**src/hw/rtl/scp_pkg.sv**
```systemverilog
// Package for the serial command parser: result codes, character constants,
// keyword strings and small helper functions. No dependencies.
`timescale 1ns / 1ps
`default_nettype none

package scp_pkg;

	localparam int CMD_MAX_DEF = 12;

	typedef logic [2:0] cmd_code_t;

	localparam cmd_code_t CMD_SCAN     = 3'd0;
	localparam cmd_code_t CMD_ADC      = 3'd1;
	localparam cmd_code_t CMD_LEDON    = 3'd2;
	localparam cmd_code_t CMD_LEDOFF   = 3'd3;
	localparam cmd_code_t CMD_UNKNOWN  = 3'd4;
	localparam cmd_code_t CMD_BAD_ARGS = 3'd5;
	localparam cmd_code_t CMD_TOO_LONG = 3'd6;

	localparam logic [7:0] CH_D     = 8'h44;
	localparam logic [7:0] CH_B     = 8'h42;
	localparam logic [7:0] CH_LF    = 8'h0A;
	localparam logic [7:0] CH_CR    = 8'h0D;
	localparam logic [7:0] CH_SPACE = 8'h20;
	localparam logic [7:0] CH_TAB   = 8'h09;
	localparam logic [7:0] CH_VT    = 8'h0B;
	localparam logic [7:0] CH_FF    = 8'h0C;
	localparam logic [7:0] CH_PLUS  = 8'h2B;
	localparam logic [7:0] CH_MINUS = 8'h2D;
	localparam logic [7:0] CH_ZERO  = 8'h30;
	localparam logic [7:0] CH_NINE  = 8'h39;

	// Keywords are stored left-justified in six character slots.
	localparam logic [47:0] WORD_SCAN   = {"SCAN", 16'h0000};
	localparam logic [47:0] WORD_ADC    = {"ADC", 24'h000000};
	localparam logic [47:0] WORD_LEDON  = {"LEDON", 8'h00};
	localparam logic [47:0] WORD_LEDOFF = "LEDOFF";

	localparam logic [2:0] LEN_SCAN   = 3'd4;
	localparam logic [2:0] LEN_ADC    = 3'd3;
	localparam logic [2:0] LEN_LEDON  = 3'd5;
	localparam logic [2:0] LEN_LEDOFF = 3'd6;

	localparam int ARG_W = 18;
	localparam logic [ARG_W+3:0] ARG_SAT = 22'd131072;
	localparam logic [ARG_W-1:0] ARG_POS_MAX = 18'd131071;

	typedef struct packed {
		logic       clr;
		logic       step;
		logic       set_sign;
		logic       neg;
		logic [3:0] digit;
	} arg_ctrl_t;

	function automatic logic [7:0] char_at(input logic [47:0] word, input logic [2:0] pos);
		logic [7:0] c;
		case (pos)
			3'd0: c = word[47:40];
			3'd1: c = word[39:32];
			3'd2: c = word[31:24];
			3'd3: c = word[23:16];
			3'd4: c = word[15:8];
			3'd5: c = word[7:0];
			default: c = 8'h00;
		endcase
		return c;
	endfunction

	function automatic logic is_delim(input logic [7:0] c);
		return (c == CH_SPACE) || (c == CH_LF) || (c == CH_CR);
	endfunction

endpackage

`default_nettype wire

```
**src/hw/rtl/scp_ram.sv**
```systemverilog
// Generic simple dual-port RAM with one write port and a registered read port.
// No dependencies.
`timescale 1ns / 1ps
`default_nettype none

module scp_ram #(
	parameter int WIDTH = 8,
	parameter int DEPTH = 12
) (
	input  wire logic                     clk,
	input  wire logic                     we,
	input  wire logic [$clog2(DEPTH)-1:0] waddr,
	input  wire logic [WIDTH-1:0]         wdata,
	input  wire logic [$clog2(DEPTH)-1:0] raddr,
	output logic      [WIDTH-1:0]         rdata
);

	logic [WIDTH-1:0] mem_q [DEPTH];

	always_ff @(posedge clk) begin
		if (we) begin
			mem_q[waddr] <= wdata;
		end
		rdata <= mem_q[raddr];
	end

endmodule

`default_nettype wire

```
**src/hw/rtl/scp_arg_acc.sv**
```systemverilog
// Decimal accumulator: multiplies by ten and adds one digit per step,
// saturating, and applies the sign at the end. Depends on scp_pkg.
`timescale 1ns / 1ps
`default_nettype none

module scp_arg_acc (
	input  wire logic                         clk,
	input  wire scp_pkg::arg_ctrl_t           ctrl,
	output logic [scp_pkg::ARG_W-1:0]         value
);

	logic [scp_pkg::ARG_W-1:0] acc_q;
	logic                      neg_q;
	logic [scp_pkg::ARG_W+3:0] next_acc;

	assign next_acc = {1'b0, acc_q, 3'b000} + {3'b000, acc_q, 1'b0}
		+ {{scp_pkg::ARG_W{1'b0}}, ctrl.digit};

	always_ff @(posedge clk) begin
		if (ctrl.clr) begin
			acc_q <= '0;
			neg_q <= 1'b0;
		end else begin
			if (ctrl.step) begin
				acc_q <= (next_acc > scp_pkg::ARG_SAT) ? scp_pkg::ARG_SAT[scp_pkg::ARG_W-1:0]
					: next_acc[scp_pkg::ARG_W-1:0];
			end
			if (ctrl.set_sign) begin
				neg_q <= ctrl.neg;
			end
		end
	end

	always_comb begin
		if (neg_q) begin
			value = '0 - acc_q;
		end else if (acc_q > scp_pkg::ARG_POS_MAX) begin
			value = scp_pkg::ARG_POS_MAX;
		end else begin
			value = acc_q;
		end
	end

endmodule

`default_nettype wire

```
**src/hw/rtl/scp_tokenizer.sv**
```systemverilog
// Sequencer that reads the stored command one byte per cycle, splits it into
// tokens, matches the keyword and drives the argument accumulator.
// Depends on scp_pkg and scp_arg_acc.
`timescale 1ns / 1ps
`default_nettype none

module scp_tokenizer #(
	parameter int MAX_CMD_CHARS = scp_pkg::CMD_MAX_DEF
) (
	input  wire logic                             clk,
	input  wire logic                             arst_n,
	input  wire logic                             start,
	input  wire logic [$clog2(MAX_CMD_CHARS)-1:0] count,
	input  wire logic [7:0]                       rdata,
	output logic      [$clog2(MAX_CMD_CHARS)-1:0] raddr,
	output logic                                  busy,
	output logic                                  done,
	output scp_pkg::cmd_code_t                    res_code,
	output logic      [scp_pkg::ARG_W-1:0]        res_arg
);

	localparam int IDX_W = $clog2(MAX_CMD_CHARS);

	typedef enum logic [1:0] {
		TS_IDLE = 2'b01,
		TS_SCAN = 2'b10
	} tok_state_t;

	typedef enum logic [3:0] {
		PH_SKIP1 = 4'b0001,
		PH_TOK1  = 4'b0010,
		PH_SKIP2 = 4'b0100,
		PH_ARG   = 4'b1000
	} phase_t;

	tok_state_t         state_q, state_d;
	phase_t             phase_q, phase_d;
	logic [IDX_W-1:0]   idx_q, cnt_q, cnt_cur;
	logic               pend_q, issue, more;
	logic [2:0]         tlen_q, tlen_d;
	logic               m_scan_q, m_adc_q, m_ledon_q, m_ledoff_q;
	logic               m_scan_d, m_adc_d, m_ledon_d, m_ledoff_d;
	logic               ws_q, ws_d, stop_q, stop_d;
	scp_pkg::cmd_code_t led_code_q, led_code_d;
	scp_pkg::cmd_code_t tok1_code;
	logic               tok1_led;
	logic               delim, is_digit, is_ws, is_sign;
	scp_pkg::arg_ctrl_t ctrl;
	logic [scp_pkg::ARG_W-1:0] arg_value;

	scp_arg_acc u_acc (
		.clk   (clk),
		.ctrl  (ctrl),
		.value (arg_value)
	);

	assign busy    = (state_q != TS_IDLE);
	assign raddr   = idx_q;
	assign cnt_cur = (state_q == TS_IDLE) ? count : cnt_q;
	assign more    = (idx_q < cnt_cur);

	assign delim    = scp_pkg::is_delim(rdata);
	assign is_digit = (rdata >= scp_pkg::CH_ZERO) && (rdata <= scp_pkg::CH_NINE);
	assign is_ws    = (rdata == scp_pkg::CH_TAB) || (rdata == scp_pkg::CH_VT)
		|| (rdata == scp_pkg::CH_FF);
	assign is_sign  = (rdata == scp_pkg::CH_PLUS) || (rdata == scp_pkg::CH_MINUS);

	always_comb begin
		tok1_led = 1'b0;
		if ((tlen_q == scp_pkg::LEN_SCAN) && m_scan_q) begin
			tok1_code = scp_pkg::CMD_SCAN;
		end else if ((tlen_q == scp_pkg::LEN_ADC) && m_adc_q) begin
			tok1_code = scp_pkg::CMD_ADC;
		end else if ((tlen_q == scp_pkg::LEN_LEDON) && m_ledon_q) begin
			tok1_code = scp_pkg::CMD_LEDON;
			tok1_led  = 1'b1;
		end else if ((tlen_q == scp_pkg::LEN_LEDOFF) && m_ledoff_q) begin
			tok1_code = scp_pkg::CMD_LEDOFF;
			tok1_led  = 1'b1;
		end else begin
			tok1_code = scp_pkg::CMD_UNKNOWN;
		end
	end

	always_comb begin
		state_d    = state_q;
		phase_d    = phase_q;
		tlen_d     = tlen_q;
		m_scan_d   = m_scan_q;
		m_adc_d    = m_adc_q;
		m_ledon_d  = m_ledon_q;
		m_ledoff_d = m_ledoff_q;
		ws_d       = ws_q;
		stop_d     = stop_q;
		led_code_d = led_code_q;
		ctrl       = '0;
		ctrl.digit = rdata[3:0];
		ctrl.neg   = (rdata == scp_pkg::CH_MINUS);
		issue      = 1'b0;
		done       = 1'b0;
		res_code   = scp_pkg::CMD_UNKNOWN;
		case (state_q)
			TS_IDLE: begin
				if (start) begin
					state_d  = TS_SCAN;
					phase_d  = PH_SKIP1;
					ctrl.clr = 1'b1;
					ws_d     = 1'b1;
					stop_d   = 1'b0;
					issue    = more;
				end
			end
			TS_SCAN: begin
				if (!pend_q) begin
					done = 1'b1;
					case (phase_q)
						PH_SKIP1: res_code = scp_pkg::CMD_UNKNOWN;
						PH_TOK1:  res_code = tok1_led ? scp_pkg::CMD_BAD_ARGS : tok1_code;
						PH_SKIP2: res_code = scp_pkg::CMD_BAD_ARGS;
						PH_ARG:   res_code = led_code_q;
						default:  res_code = scp_pkg::CMD_UNKNOWN;
					endcase
				end else begin
					case (phase_q)
						PH_SKIP1: begin
							if (!delim) begin
								phase_d    = PH_TOK1;
								tlen_d     = 3'd1;
								m_scan_d   = (rdata == scp_pkg::char_at(scp_pkg::WORD_SCAN, 3'd0));
								m_adc_d    = (rdata == scp_pkg::char_at(scp_pkg::WORD_ADC, 3'd0));
								m_ledon_d  = (rdata == scp_pkg::char_at(scp_pkg::WORD_LEDON, 3'd0));
								m_ledoff_d = (rdata == scp_pkg::char_at(scp_pkg::WORD_LEDOFF, 3'd0));
							end
						end
						PH_TOK1: begin
							if (delim) begin
								if (tok1_led) begin
									phase_d    = PH_SKIP2;
									led_code_d = tok1_code;
								end else begin
									done     = 1'b1;
									res_code = tok1_code;
								end
							end else begin
								if (tlen_q != 3'd7) begin
									tlen_d = tlen_q + 3'd1;
								end
								m_scan_d   = m_scan_q && (tlen_q < scp_pkg::LEN_SCAN)
									&& (rdata == scp_pkg::char_at(scp_pkg::WORD_SCAN, tlen_q));
								m_adc_d    = m_adc_q && (tlen_q < scp_pkg::LEN_ADC)
									&& (rdata == scp_pkg::char_at(scp_pkg::WORD_ADC, tlen_q));
								m_ledon_d  = m_ledon_q && (tlen_q < scp_pkg::LEN_LEDON)
									&& (rdata == scp_pkg::char_at(scp_pkg::WORD_LEDON, tlen_q));
								m_ledoff_d = m_ledoff_q && (tlen_q < scp_pkg::LEN_LEDOFF)
									&& (rdata == scp_pkg::char_at(scp_pkg::WORD_LEDOFF, tlen_q));
							end
						end
						PH_SKIP2, PH_ARG: begin
							if (delim) begin
								if (phase_q == PH_ARG) begin
									done     = 1'b1;
									res_code = led_code_q;
								end
							end else begin
								phase_d = PH_ARG;
								if (!stop_q) begin
									if (is_digit) begin
										ctrl.step = 1'b1;
										ws_d      = 1'b0;
									end else if (ws_q && is_ws) begin
										ws_d = 1'b1;
									end else if (ws_q && is_sign) begin
										ctrl.set_sign = 1'b1;
										ws_d          = 1'b0;
									end else begin
										stop_d = 1'b1;
									end
								end
							end
						end
						default: begin
							done     = 1'b1;
							res_code = scp_pkg::CMD_UNKNOWN;
						end
					endcase
				end
				if (done) begin
					state_d = TS_IDLE;
				end else begin
					issue = more;
				end
			end
			default: begin
				state_d = TS_IDLE;
			end
		endcase
	end

	assign res_arg = ((res_code == scp_pkg::CMD_LEDON) || (res_code == scp_pkg::CMD_LEDOFF))
		? arg_value : '0;

	always_ff @(posedge clk or negedge arst_n) begin
		if (!arst_n) begin
			state_q <= TS_IDLE;
			phase_q <= PH_SKIP1;
			idx_q   <= '0;
			pend_q  <= 1'b0;
		end else begin
			state_q <= state_d;
			phase_q <= phase_d;
			pend_q  <= issue;
			if (done) begin
				idx_q <= '0;
			end else if (issue) begin
				idx_q <= idx_q + 1'b1;
			end
		end
	end

	always_ff @(posedge clk) begin
		if ((state_q == TS_IDLE) && start) begin
			cnt_q <= count;
		end
		tlen_q     <= tlen_d;
		m_scan_q   <= m_scan_d;
		m_adc_q    <= m_adc_d;
		m_ledon_q  <= m_ledon_d;
		m_ledoff_q <= m_ledoff_d;
		ws_q       <= ws_d;
		stop_q     <= stop_d;
		led_code_q <= led_code_d;
	end

endmodule

`default_nettype wire

```
**src/hw/rtl/serial_command_parser.sv**
```systemverilog
// Serial command parser top level: header detection, command byte store,
// tokenizer and result register. Depends on scp_pkg, scp_ram and scp_tokenizer.
//
// Usage: bytes enter on the input channel (in_valid, in_stall, rx_byte), one
// byte per transfer. While idle the block looks for the header "DB"; it then
// stores up to MAX_CMD_CHARS command bytes. A CR or LF ends the command and one
// result leaves on the output channel (out_valid, out_stall, command_code,
// argument). Filling the store without a terminator gives a too-long result.
// Ordinary bytes are taken without a stall. A terminator starts a scan of
// the stored bytes, one byte per cycle through the registered read port of the
// store, and in_stall stays high while the scan runs. A too-long result appears
// in the cycle after the transfer of the last byte. While a result waits in the
// output register and out_stall is high, in_stall is high as well and the
// result holds. Reset clears the header window, the byte count and the output
// valid flag; the store needs no clearing.
`timescale 1ns / 1ps
`default_nettype none

module serial_command_parser #(
	parameter int MAX_CMD_CHARS = scp_pkg::CMD_MAX_DEF
) (
	input  wire logic                               clk,
	input  wire logic                               arst_n,
	input  wire logic                               in_valid,
	output logic                                    in_stall,
	input  wire logic [7:0]                         rx_byte,
	output logic                                    out_valid,
	input  wire logic                               out_stall,
	output scp_pkg::cmd_code_t                      command_code,
	output logic signed [scp_pkg::ARG_W-1:0]        argument
);

	localparam int IDX_W = $clog2(MAX_CMD_CHARS);
	localparam logic [IDX_W-1:0] LAST_IDX = IDX_W'(MAX_CMD_CHARS - 1);

	logic                       collecting_q;
	logic [7:0]                 prev_q;
	logic                       prev_valid_q;
	logic [IDX_W-1:0]           count_q;
	logic                       out_valid_q;
	scp_pkg::cmd_code_t         code_q;
	logic [scp_pkg::ARG_W-1:0]  arg_q;

	logic                       accept, is_term, header, start, we, too_long;
	logic [IDX_W-1:0]           raddr;
	logic [7:0]                 rdata;
	logic                       tok_busy, tok_done;
	scp_pkg::cmd_code_t         tok_code;
	logic [scp_pkg::ARG_W-1:0]  tok_arg;

	assign in_stall     = tok_busy || out_valid_q;
	assign accept       = in_valid && !in_stall;
	assign is_term      = (rx_byte == scp_pkg::CH_CR) || (rx_byte == scp_pkg::CH_LF);
	assign header       = accept && !collecting_q && prev_valid_q
		&& (prev_q == scp_pkg::CH_D) && (rx_byte == scp_pkg::CH_B);
	assign start        = accept && collecting_q && is_term;
	assign we           = accept && collecting_q && !is_term;
	assign too_long     = we && (count_q == LAST_IDX);

	assign out_valid    = out_valid_q;
	assign command_code = code_q;
	assign argument     = arg_q;

	scp_ram #(
		.WIDTH (8),
		.DEPTH (MAX_CMD_CHARS)
	) u_store (
		.clk   (clk),
		.we    (we),
		.waddr (count_q),
		.wdata (rx_byte),
		.raddr (raddr),
		.rdata (rdata)
	);

	scp_tokenizer #(
		.MAX_CMD_CHARS (MAX_CMD_CHARS)
	) u_tok (
		.clk      (clk),
		.arst_n   (arst_n),
		.start    (start),
		.count    (count_q),
		.rdata    (rdata),
		.raddr    (raddr),
		.busy     (tok_busy),
		.done     (tok_done),
		.res_code (tok_code),
		.res_arg  (tok_arg)
	);

	always_ff @(posedge clk or negedge arst_n) begin
		if (!arst_n) begin
			collecting_q <= 1'b0;
			prev_q       <= 8'h00;
			prev_valid_q <= 1'b0;
			count_q      <= '0;
			out_valid_q  <= 1'b0;
		end else begin
			if (header) begin
				collecting_q <= 1'b1;
				prev_q       <= 8'h00;
				prev_valid_q <= 1'b0;
				count_q      <= '0;
			end else if (accept && !collecting_q) begin
				prev_q       <= rx_byte;
				prev_valid_q <= 1'b1;
			end else if (start || too_long) begin
				collecting_q <= 1'b0;
				count_q      <= '0;
			end else if (we) begin
				count_q <= count_q + 1'b1;
			end
			if (tok_done || too_long) begin
				out_valid_q <= 1'b1;
			end else if (out_valid_q && !out_stall) begin
				out_valid_q <= 1'b0;
			end
		end
	end

	always_ff @(posedge clk) begin
		if (tok_done) begin
			code_q <= tok_code;
			arg_q  <= tok_arg;
		end else if (too_long) begin
			code_q <= scp_pkg::CMD_TOO_LONG;
			arg_q  <= '0;
		end
	end

endmodule

`default_nettype wire
```
**config.mk**
```make
export PLATFORM = sky130hd
export DESIGN_NAME = serial_command_parser
export DESIGN_NICKNAME = d
export VERILOG_FILES = /design/src/hw/rtl/scp_pkg.sv /design/src/hw/rtl/scp_ram.sv /design/src/hw/rtl/scp_arg_acc.sv /design/src/hw/rtl/scp_tokenizer.sv /design/src/hw/rtl/serial_command_parser.sv
export SDC_FILE = /design/constraint.sdc
export NUM_CORES = 1
export LEC_CHECK = 0
export BUFFER_PORTS_ARGS = -buffer_cell sky130_fd_sc_hd__buf_4
export CAP_MARGIN = 10
export CORE_MARGIN = 2
export CORE_UTILIZATION = 58
export CTS_CLUSTER_DIAMETER = 120
export DETAILED_ROUTE_END_ITERATION = 10
export PLACE_DENSITY = 0.75
export SLEW_MARGIN = 20
export SYNTH_ARGS = -nofsm -noshare
export SYNTH_HDL_FRONTEND = slang
export SYNTH_SLANG_ARGS = --single-unit
```
**constraint.sdc**
```tcl
create_clock -name clk -period 5.6 [get_ports clk]
set_input_delay 0.84 -clock clk [delete_from_list [all_inputs] [get_ports clk]]
set_output_delay 0.84 -clock clk [all_outputs]
set_load 0.03 [all_outputs]
```
==> flow_summary.toml, run 1 <==
[status]
status = "finished, final reports clean"

[pwr]
powerDensity_nw_per_um2 = 325
cellLeakagePower_nw = 4.20
ir_drop_mv = 0.294

[clock_network]
clkLatencyLatePin_ps = 450
cts_buffers = 17
cts-htree-levels = 4
cts_tree = "yes"
cts_sinks = 186
cts_root_buf = "clkbuf_16"
cts_setup_buffers = 0
ctsLongestPathBuffers = 2
clkTransAtPathRegs_ps = 90
cts_resized = 0
cts_hold_buf = 0

[global_routing]
busiest_layer = "met2"
grt-ovfl-total = 0
met2_usage = 0.440
grt_start_max_net_pins = 29
grt_pass1_wl_microns = 36600
grt_antenna_before_repair = 0
grt_usage = 0.257
met1_usage = 0.339
grt_pass1_vias = 6830
use_met3 = 0.0410

[critical_path]
r2r_setup_slack_ps = 1550
worstPathMaxFanout = 13
cp.required_ps = 5960
r2r_cells = 11
worstSetupPathType = "reg -> reg"
cp-end-kind = "flop"
r2r-end = "u_tok.u_acc.acc_q[11]"
startpoint_type = "flop"
r2r_start = "u_store.rdata[3]"
crit_arrival_ps = 4410

[route]
drc = 0
antenna_left = 0
via_per_inst = 6.29
drt-initial-drc-count = 597
detail_route.first_pass.iterations = 4
wl_per_cell_microns = 20.3
routed_wl_microns = 22600
vias = 6994

[place]
hpwl_microns = 16400
port-buffer-count = 34
placed_area_sq_um = 10500
gp_congestion = 0.962
dp.cells = 1080
pre_cts_slack_ps = 1620

[worst_hold_path]
hold_path.class = "in -> async"

[cells_and_area]
fin_util = 0.649
nNetsFinal = 941
diodes = 0
fin_cells = 1112
area_growth_syn_to_layout_pct = 10.1
fin_area_sq_um = 11200
drive_gt1_frac = 0.147
n_fill_cell = 1248

[sta]
final-setup-viol-count = 0
min_period_ps = 4050
tns_ps = 0
skew_ps = 22.4
rsz0062_at_grt = "no"
setup_ws_ps = 1550
max_freq_ghz = 0.247
hold_viol_final = 0
worst_slew_pin_slew_ps = 1040
maxSlewHeadroom = 0.306
finalCritPeriodShare = 0.723
slew_violations = 0

[yosys]
yosysUniqueCellTypes = 87
synth.avg_cell_area_sq_um = 11.8
synth_seq_cells = 186
netlist_area_sq_um = 10200
ys_warn_count = 0
syn_nets = 927
synthArstFlopShare = 0.140
syn_inst = 860
synth_edf_count = 133
yosysSeqAreaShare = 0.510
ys.flop_type = "edfxtp_1"

[floorplanning]
die-area_sq_um = 18600
rows = 48
fp.dieH_microns = 136
start_util = 0.590
die_x_microns = 136
io_pins = 35
core-area_sq_um = 17200

[flow_run]
maxCapViolations = 0
## cell type report
type / count / area (sq um) / share of cell area
repair buffers: 36 / 270 / 0.0241
clock inverters: 15 / 226 / 0.0202
well taps: 225 / 282 / 0.0251
multi-input cells: 600 / 4680 / 0.418
inverters: 33 / 124 / 0.0111
flip-flops and latches: 186 / 5190 / 0.463
clock buffers: 17 / 425 / 0.0380
## registers in the layout, indices dropped and copies added (netlist names), 2 cells and up
register and flops:
argument 18, command_code 3, count_q 4, prev_q 8
u_store.mem_q 96, u_store.rdata 8, u_tok.cnt_q 4, u_tok.led_code_q 3
u_tok.phase_q 4, u_tok.raddr 4, u_tok.state_q 2, u_tok.tlen_q 3
u_tok.u_acc.acc_q 18
## cell usage after synthesis, drive strengths merged (5+ instances only)
cell       n  area (sq um)
edfxtp   133          3990
nor2      77           292
nand2     54           203
ha        53           663
o21ai     49           245
inv       32           120
a21oi     31           159
dfxtp     27           541
clkbuf    26           100
dfrtp     24           601
mux4      24           541
xor2      22           193
a211oi    21           193
xnor2     21           184
and2      20           125
mux2i     20           200
nand4     17           121
buf       15          76.3
nand2b    14          87.6
nor3      14          75.1
o31ai     14           105
a21o      10          75.1
and3      10          62.6
nand3      9          45.0
o211ai     9          72.6
o21a       8          60.1
or3        8          50.1
nor4       7          43.8
a31oi      6          37.5
mux2       6          67.6
nor2b      6          37.5
a2111oi    5          87.6
## per-layer routing
| layer | wire length (microns) | vias up | part of all wire |
|---|---|---|---|
| met2 | 11400 | 202 | 0.50 |
| met1 | 9730 | 3473 | 0.43 |
| met3 | 1040 | 32 | 0.046 |
| met4 | 435 | 0 | 0.019 |
| met5 | 0 | - | 0 |
| li1 | - | 3287 | - |
## stage by stage
stage          power [W]  hold WS (ps)
3_5_place_dp     0.00237           500
6_report         0.00364           295
5_1_grt          0.00379           313
3_3_place_gp     0.00233           486
2_1_floorplan    0.00219           467
4_1_cts          0.00365           304
## cell usage in the layout (no fill, tap or decap), types with 7 or more instances in the layout
master,synthesis,layout
a21oi_1,30,30
inv_1,31,31
o31ai_1,14,14
mux4_2,24,24
dfxtp_1,27,27
nor2_1,76,76
nand2_1,54,54
edfxtp_1,133,133
xnor2_1,21,21
nand2b_1,14,14
buf_4,1,36
mux2i_1,20,20
inv_12,0,7
o211ai_1,8,8
or3_1,8,8
a211oi_2,7,7
nor3_1,13,13
nor4_1,7,7
a211oi_1,14,14
a21o_1,10,10
and3_1,10,10
clkbuf_16,0,17
ha_1,53,53
o21a_1,8,8
xor2_1,22,22
and2_1,19,19
nand4_1,16,16
nand3_1,9,9
o21ai_0,44,44
dfrtp_1,24,24
## report_power, final
| group | switching [W] | internal, W |
|---|---|---|
| sequential | 0.000127 | 0.00161 |
| combinational | 0.000343 | 0.000266 |
| clock | 0.000653 | 0.000635 |
## critical path: stages (launching register included)
cell       delay (ps)
dfxtp_1           550
inv_1             220
fa_1              580
inv_1              70
fa_1              480
a211oi_1          340
o21ai_1           230
a32oi_1           430
a21oi_1           220
a2111oi_2         360
nand4_1           260
o21ai_0           220
## how the worst max path moves through the flow
| stage | startpoint | end | slack, ps | cells after the start |
|---|---|---|---|---|
| 4_1_cts | u_store.rdata[3] | u_tok.u_acc.acc_q[11] | 1580 | 11 |
| 2_1_floorplan | u_store.rdata[3] | u_tok.u_acc.acc_q[10] | 2100 | 12 |
| 6_report | u_store.rdata[3] | u_tok.u_acc.acc_q[11] | 1550 | 11 |
| 5_1_grt | u_store.rdata[3] | u_tok.u_acc.acc_q[13] | 1160 | 11 |
| 3_3_place_gp | u_store.rdata[3] | u_tok.u_acc.acc_q[12] | 1790 | 11 |
| 3_5_place_dp | u_store.rdata[3] | u_tok.u_acc.acc_q[11] | 1620 | 11 |
## cells by family (layout without fill, tap and decap cells)
kind of cell,Yosys count,in the layout,share of synthesized area
AND/OR/NAND/NOR,264,264,0.138
buffers and inverters,74,101,0.0295
flip-flops,186,186,0.510
XOR/XNOR,43,43,0.0370
adder cells (fa/ha/maj),55,55,0.0692
multiplexers,50,50,0.0795
AO/OA/AOI/OAI,188,188,0.136
Power figures use the tool's default switching activity.
==> inputs of run 2 (changes only) <==
- ABC_AREA: not set -> 1
- CORE_UTILIZATION: 58 -> 57
- PLACE_DENSITY: 0.75 -> 0.77
- clock period: 5.6 -> 3.4 ns (I/O delays scaled with it)
==> run 2 against run 1 <==
Effect of this change: power is 48% higher; sequential share of layout area is 1.0 points lower; combinational power is 25% higher; critical path depth is 6 higher; flip-flop and latch count stayed put; count of clock-buffer cells in the layout stayed put; synthesized cell count is 37% higher; non-clock buffer count is 18 higher; design area is 2.3% higher; core utilization is 0.99 points lower; clock power is 45% higher; via count is 18% higher.
==> flow_summary.toml, run 2 <==
[place]
hpwl_microns = 16800
port-buffer-count = 34
gp_congestion = 0.980
placed_area_sq_um = 10900

[cells_and_area]
diodes = 0
largest_reg_flops = 96
nNetsFinal = 1283
drive_gt1_frac = 0.121
fin_area_sq_um = 11400
n_fill_cell = 1460
regMostFlops = "u_store.mem_q"
final_common_cell = "nand2_1"
area_growth_syn_to_layout_pct = 10.3
layout_common_cells = "nand2_1 (203), nor2_1 (136), edfxtp_1 (133)"

[floorplanning]
rows = 49
start_util = 0.580
fp.dieH_microns = 139
io_pins = 35
core-area_sq_um = 17900
die_x_microns = 139
die-area_sq_um = 19300

[global_routing]
grt_pass1_vias = 7779
grt_start_max_net_pins = 53
grt-ovfl-total = 0
met1_usage = 0.318
grt_pass1_wl_microns = 37800
busiest_layer = "met2"
use_met3 = 0.0369
grt_usage = 0.242
met2_usage = 0.417
grt_antenna_before_repair = 0

[yosys]
synth_edf_count = 133
ys_top_cells_by_area = "edfxtp_1 (38%), nand2_1 (7.3%), ha_1 (6.4%)"
yosysSeqAreaShare = 0.500
synthArstFlopShare = 0.140
syn_inst = 1182
yosysMostFrequentCell = "nand2_1"
syn_nets = 1249
netlist_area_sq_um = 10400
synth_top_area_frac = 0.385
ys.flop_type = "edfxtp_1"
yosysUniqueCellTypes = 54
synth_seq_cells = 186
synth.avg_cell_area_sq_um = 8.78
yosysTopAreaCell = "edfxtp_1"
ys_warn_count = 0
synth_commonest_cells = "nand2_1 (203), nor2_1 (136), edfxtp_1 (133), inv_1 (128), o21ai_0 (113)"

[route]
routed_wl_microns = 23200
vias = 8281
via_per_inst = 5.68
detail_route.first_pass.iterations = 7
drc = 0
antenna_left = 0
wl_per_cell_microns = 15.9
drt-initial-drc-count = 734

[clock_network]
cts_tree = "yes"
ctsLongestPathBuffers = 2
cts-htree-levels = 4
cts_root_buf = "clkbuf_16"
clkLatencyLatePin_ps = 440
cts_sinks = 186
cts_setup_buffers = 0
clkTransAtPathRegs_ps = 70
cts_buffers = 17

[critical_path]
r2r-end = "u_tok.u_acc.acc_q[0]"
startpoint_type = "flop"
worstPathMaxFanout = 18
worstSetupPathType = "reg -> reg"
cp.required_ps = 3760
cp-end-kind = "flop"
r2r_start = "u_store.rdata[3]"
r2r_setup_slack_ps = 360
crit_arrival_ps = 3400
r2r_cells = 17

[sta]
rsz0062_at_grt = "no"
slew_violations = 0
final-setup-viol-count = 0
hold_viol_final = 0
maxSlewHeadroom = 0.415
tns_ps = 0
skew_ps = 9.86
max_freq_ghz = 0.329
min_period_ps = 3040
finalCritPeriodShare = 0.893
worst_slew_pin_slew_ps = 877

[pwr]
pwr-share-clk = 0.349
powerDensity_nw_per_um2 = 469
p_int_w = 0.00383
p_seq_frac = 0.509
cellLeakagePower_nw = 4.87
pwr-share-comb = 0.142
switchingPower_w = 0.00154
switching_share = 0.286
ir_drop_mv = 0.448
total_power_w = 0.00537

[flow_run]
maxCapViolations = 0

[worst_hold_path]
holdPathStages = 3
min_from = "out_stall"
hold_path.class = "in -> reg"
hold_end = "out_valid"

[status]
status = "finished, final reports clean"
run 2: cell count changes in the layout (fill, tap and decap cells not counted), moves of 14 or more:
cell / previous run / this run
a21oi_1: 30 / 48
and2_1: 19 / 0
buf_4: 36 / 53
inv_1: 31 / 128
mux2i_1: 20 / 0
mux4_2: 24 / 0
nand2_1: 54 / 203
nand2b_1: 14 / 0
nand3_1: 9 / 91
nor2_1: 76 / 136
o21ai_0: 44 / 113
xnor2_1: 21 / 0
run 2: logic make-up after synthesis:
kind of cell,count (synthesis),share of synthesized area
adder cells (fa/ha/maj),55,0.0677
flip-flops,186,0.500
XOR/XNOR,11,0.00928
AND/OR/NAND/NOR,525,0.229
AO/OA/AOI/OAI,228,0.125
buffers and inverters,177,0.0688
run 2: layer usage:
metal,share of wire,up-vias,wire [microns]
met5,0,-,0
met4,0.018,0,421
met3,0.048,39,1120
met2,0.50,289,11500
met1,0.44,3819,10100
li1,-,4134,-
run 2: how the worst max path moves through the flow:
stage | endpoint | from | slack, ps
after global routing | u_tok.u_acc.acc_q[0] | u_store.rdata[3] | 110
after detailed placement | u_tok.u_acc.acc_q[7] | u_store.rdata[3] | 260
after global placement | u_tok.u_acc.acc_q[10] | u_store.rdata[3] | 340
after floorplan | u_tok.u_acc.acc_q[4] | u_store.rdata[3] | 620
after CTS | u_tok.u_acc.acc_q[0] | u_store.rdata[3] | 100
final | u_tok.u_acc.acc_q[0] | u_store.rdata[3] | 360
run 2: layout make-up:
cell class / count / area (sq um) / area share
Multi-Input combinational cell: 819 / 4490 / 0.392
Sequential cell: 186 / 5190 / 0.453
Tap cell: 229 / 287 / 0.0250
Clock inverter: 15 / 133 / 0.0116
Timing Repair Buffer: 54 / 408 / 0.0356
Clock buffer: 17 / 425 / 0.0372
Inverter: 138 / 518 / 0.0452
run 2: worst max-delay path, cell delays in order (launching register included):
cell,delay [ps]
dfxtp_2,400
inv_1,110
fa_1,550
inv_1,90
ha_1,320
nand3_1,100
nand3_1,110
nand2_1,100
nand2_1,70
nand2_1,100
nand2_1,70
nand2_1,80
nand2_1,50
nand2_1,60
nand3_2,110
nor2_8,280
nand3_1,150
a21oi_2,200
run 2: power groups by stage:
stage	sequential, W	combinational, W	clock [W]
floorplan	0.00274	0.000559	0
global placement	0.00277	0.000735	0
detailed placement	0.00278	0.000754	0
CTS	0.00273	0.000763	0.00189
global route	0.00275	0.000870	0.00199
finish	0.00274	0.000762	0.00187
run 2: stage by stage:
stage	utilization	hold WS, ps	instances	setup slack [ps]
floorplan	-	214	1182	617
global placement	0.607	438	1425	338
detailed placement	0.607	442	1425	262
CTS	0.639	262	1458	100
global route	0.640	278	1458	114
finish	0.640	270	1458	362
run 2: what timing repair did:
action | CTS | global route
endpoints found under the setup margin | 0 | 18
gates resized for setup | 0 | 4
hold endpoints to repair | 24 | 0
hold buffers | 1 | 0
==> inputs of run 3 (changes only) <==
- ABC_CLOCK_PERIOD_IN_PS: not set -> 3400
- MAX_ROUTING_LAYER: not set -> met4
- SKIP_CTS_REPAIR_TIMING: not set -> 1
==> run 3 against run 2 <==
Effect of this change: the run now ends with hold timing left; highest routed layer unchanged; combinational power is 0.7% lower; via count is 0.69% higher; count of clock-buffer cells in the layout is 2 higher; first-iteration DRC count increased by 10%.
==> flow_summary.toml, run 3 (same netlist as run 2, synthesis figures left out) <==
[status]
status = "finished with violations"
violations = "hold timing"

[cells_and_area]
regMostFlops = "u_store.mem_q"
layout_common_cells = "nand2_1 (203), nor2_1 (136), edfxtp_1 (133)"
nNetsFinal = 1282
final_common_cell = "nand2_1"
largest_reg_flops = 96
area_growth_syn_to_layout_pct = 10.0
drive_gt1_frac = 0.120
diodes = 0
fin_cells = 1457

[sta]
hold_viol_final = 24
maxSlewHeadroom = 0.419
rsz0062_at_grt = "no"
tns_ps = 0
min_period_ps = 3080
slew_violations = 0
finalCritPeriodShare = 0.905
worst_slew_pin_slew_ps = 870
fin_hold_ws_ps = -21.4
max_freq_ghz = 0.325
skew_ps = 10.5
final-setup-viol-count = 0

[critical_path]
startpoint_type = "flop"
cp.required_ps = 3760
worstSetupPathType = "reg -> reg"
r2r_start = "u_store.rdata[3]"
crit_arrival_ps = 3430
worstPathMaxFanout = 17
critPathLaunch = "u_store.rdata[3]"
cp-end-kind = "flop"

[clock_network]
clkLatencyLatePin_ps = 440
ctsLongestPathBuffers = 2
cts-htree-levels = 4
cts_sinks = 186
cts_buffers = 17
clkTransAtPathRegs_ps = 70
cts_tree = "yes"
cts_root_buf = "clkbuf_16"

[pwr]
powerDensity_nw_per_um2 = 467
pwr-share-comb = 0.142
switching_share = 0.283
p_seq_frac = 0.513
cellLeakagePower_nw = 4.87
ir_drop_mv = 0.414
switchingPower_w = 0.00151
p_int_w = 0.00382
pwr-share-clk = 0.345

[route]
wl_per_cell_microns = 16.1
vias = 8338
drc = 0
via_per_inst = 5.72
antenna_left = 0
detail_route.first_pass.iterations = 5
drt-initial-drc-count = 811
routed_wl_microns = 23500

[global_routing]
use_met3 = 0.0411
grt-ovfl-total = 0
grt_antenna_before_repair = 0
grt_pass1_wl_microns = 39000
grt_start_max_net_pins = 52
grt_usage = 0.258
busiest_layer = "met2"
grt_pass1_vias = 7818
met1_usage = 0.336
met2_usage = 0.419

[place]
port-buffer-count = 34
dp.cells = 1425
gp_congestion = 0.950
hpwl_microns = 17000

[floorplanning]
fp.dieH_microns = 139
die_x_microns = 139
rows = 49
core-area_sq_um = 17900
die-area_sq_um = 19300
start_util = 0.580
io_pins = 35

[flow_run]
maxCapViolations = 0

[worst_hold_path]
hold_path.class = "in -> async"
==> run 3: changes by cell type in the layout (fill, tap and decap cells not counted), moves of 2 or more <==
cell	change
clkinv_4	+4
clkbuf_1	+2
inv_6	-2
clkinv_1	-2
==> run 3: power by group through the flow <==
stage               Clock (W)  Sequential [W]  Combinational, W
detailed placement          0         0.00278          0.000753
floorplan                   0         0.00274          0.000559
global route          0.00195         0.00275          0.000866
CTS                   0.00186         0.00273          0.000758
finish                0.00184         0.00273          0.000757
global placement            0         0.00277          0.000737
==> run 3: per-stage QoR <==
step / hold slack, ps / cell area, sq um / worst slack [ps] / power, W / utilization
3_3_place_gp: 436 / 10900 / 348 / 0.00351 / 0.607
3_5_place_dp: 440 / 10900 / 235 / 0.00353 / 0.607
4_1_cts: -22.0 / 11400 / 220 / 0.00535 / 0.638
2_1_floorplan: 214 / 10400 / 617 / 0.00330 / -
5_1_grt: 0.219 / 11400 / 37.1 / 0.00556 / 0.638
6_report: -21.4 / 11400 / 322 / 0.00533 / 0.638
==> run 3: final timing paths <==
check	end	slack [ps]	depth (start not counted)
max	u_tok.u_acc.acc_q[3]	320	17
min	u_tok.phase_q[1]	-20	1
max reg2reg	u_tok.u_acc.acc_q[3]	320	17
min reg2reg	prev_valid_q	480	2
max in group asynchronous	u_tok.phase_q[0]	3120	1
min in group clk	out_valid	280	3
==> run 3: area by class of cell <==
type	instances	area [sq um]
timing repair buffer	53	398
tap	229	287
clock inverter	13	113
fill	1520	6480
inverter	138	518
clock buffer	19	433
sequential	186	5190
multi-input combinational	819	4480
==> run 3: critical path, stage by stage, from the launching register on <==
cell,delay (ps)
dfxtp_2,400
inv_1,120
fa_1,550
inv_1,70
fa_1,530
nand2_1,110
nand2_1,80
nand3_1,100
nand2_1,80
nand2_1,60
nand2_1,60
nor2_1,100
nand2_1,60
nor2_1,80
nand3_1,140
nand2_4,200
nand3_1,100
a21oi_1,160
==> run 3: metal layers <==
metal  vias up  share of wire
met5         -              0
met4         0          0.020
met3        42          0.052
met2       288           0.49
met1      3880           0.44
li1       4128              -
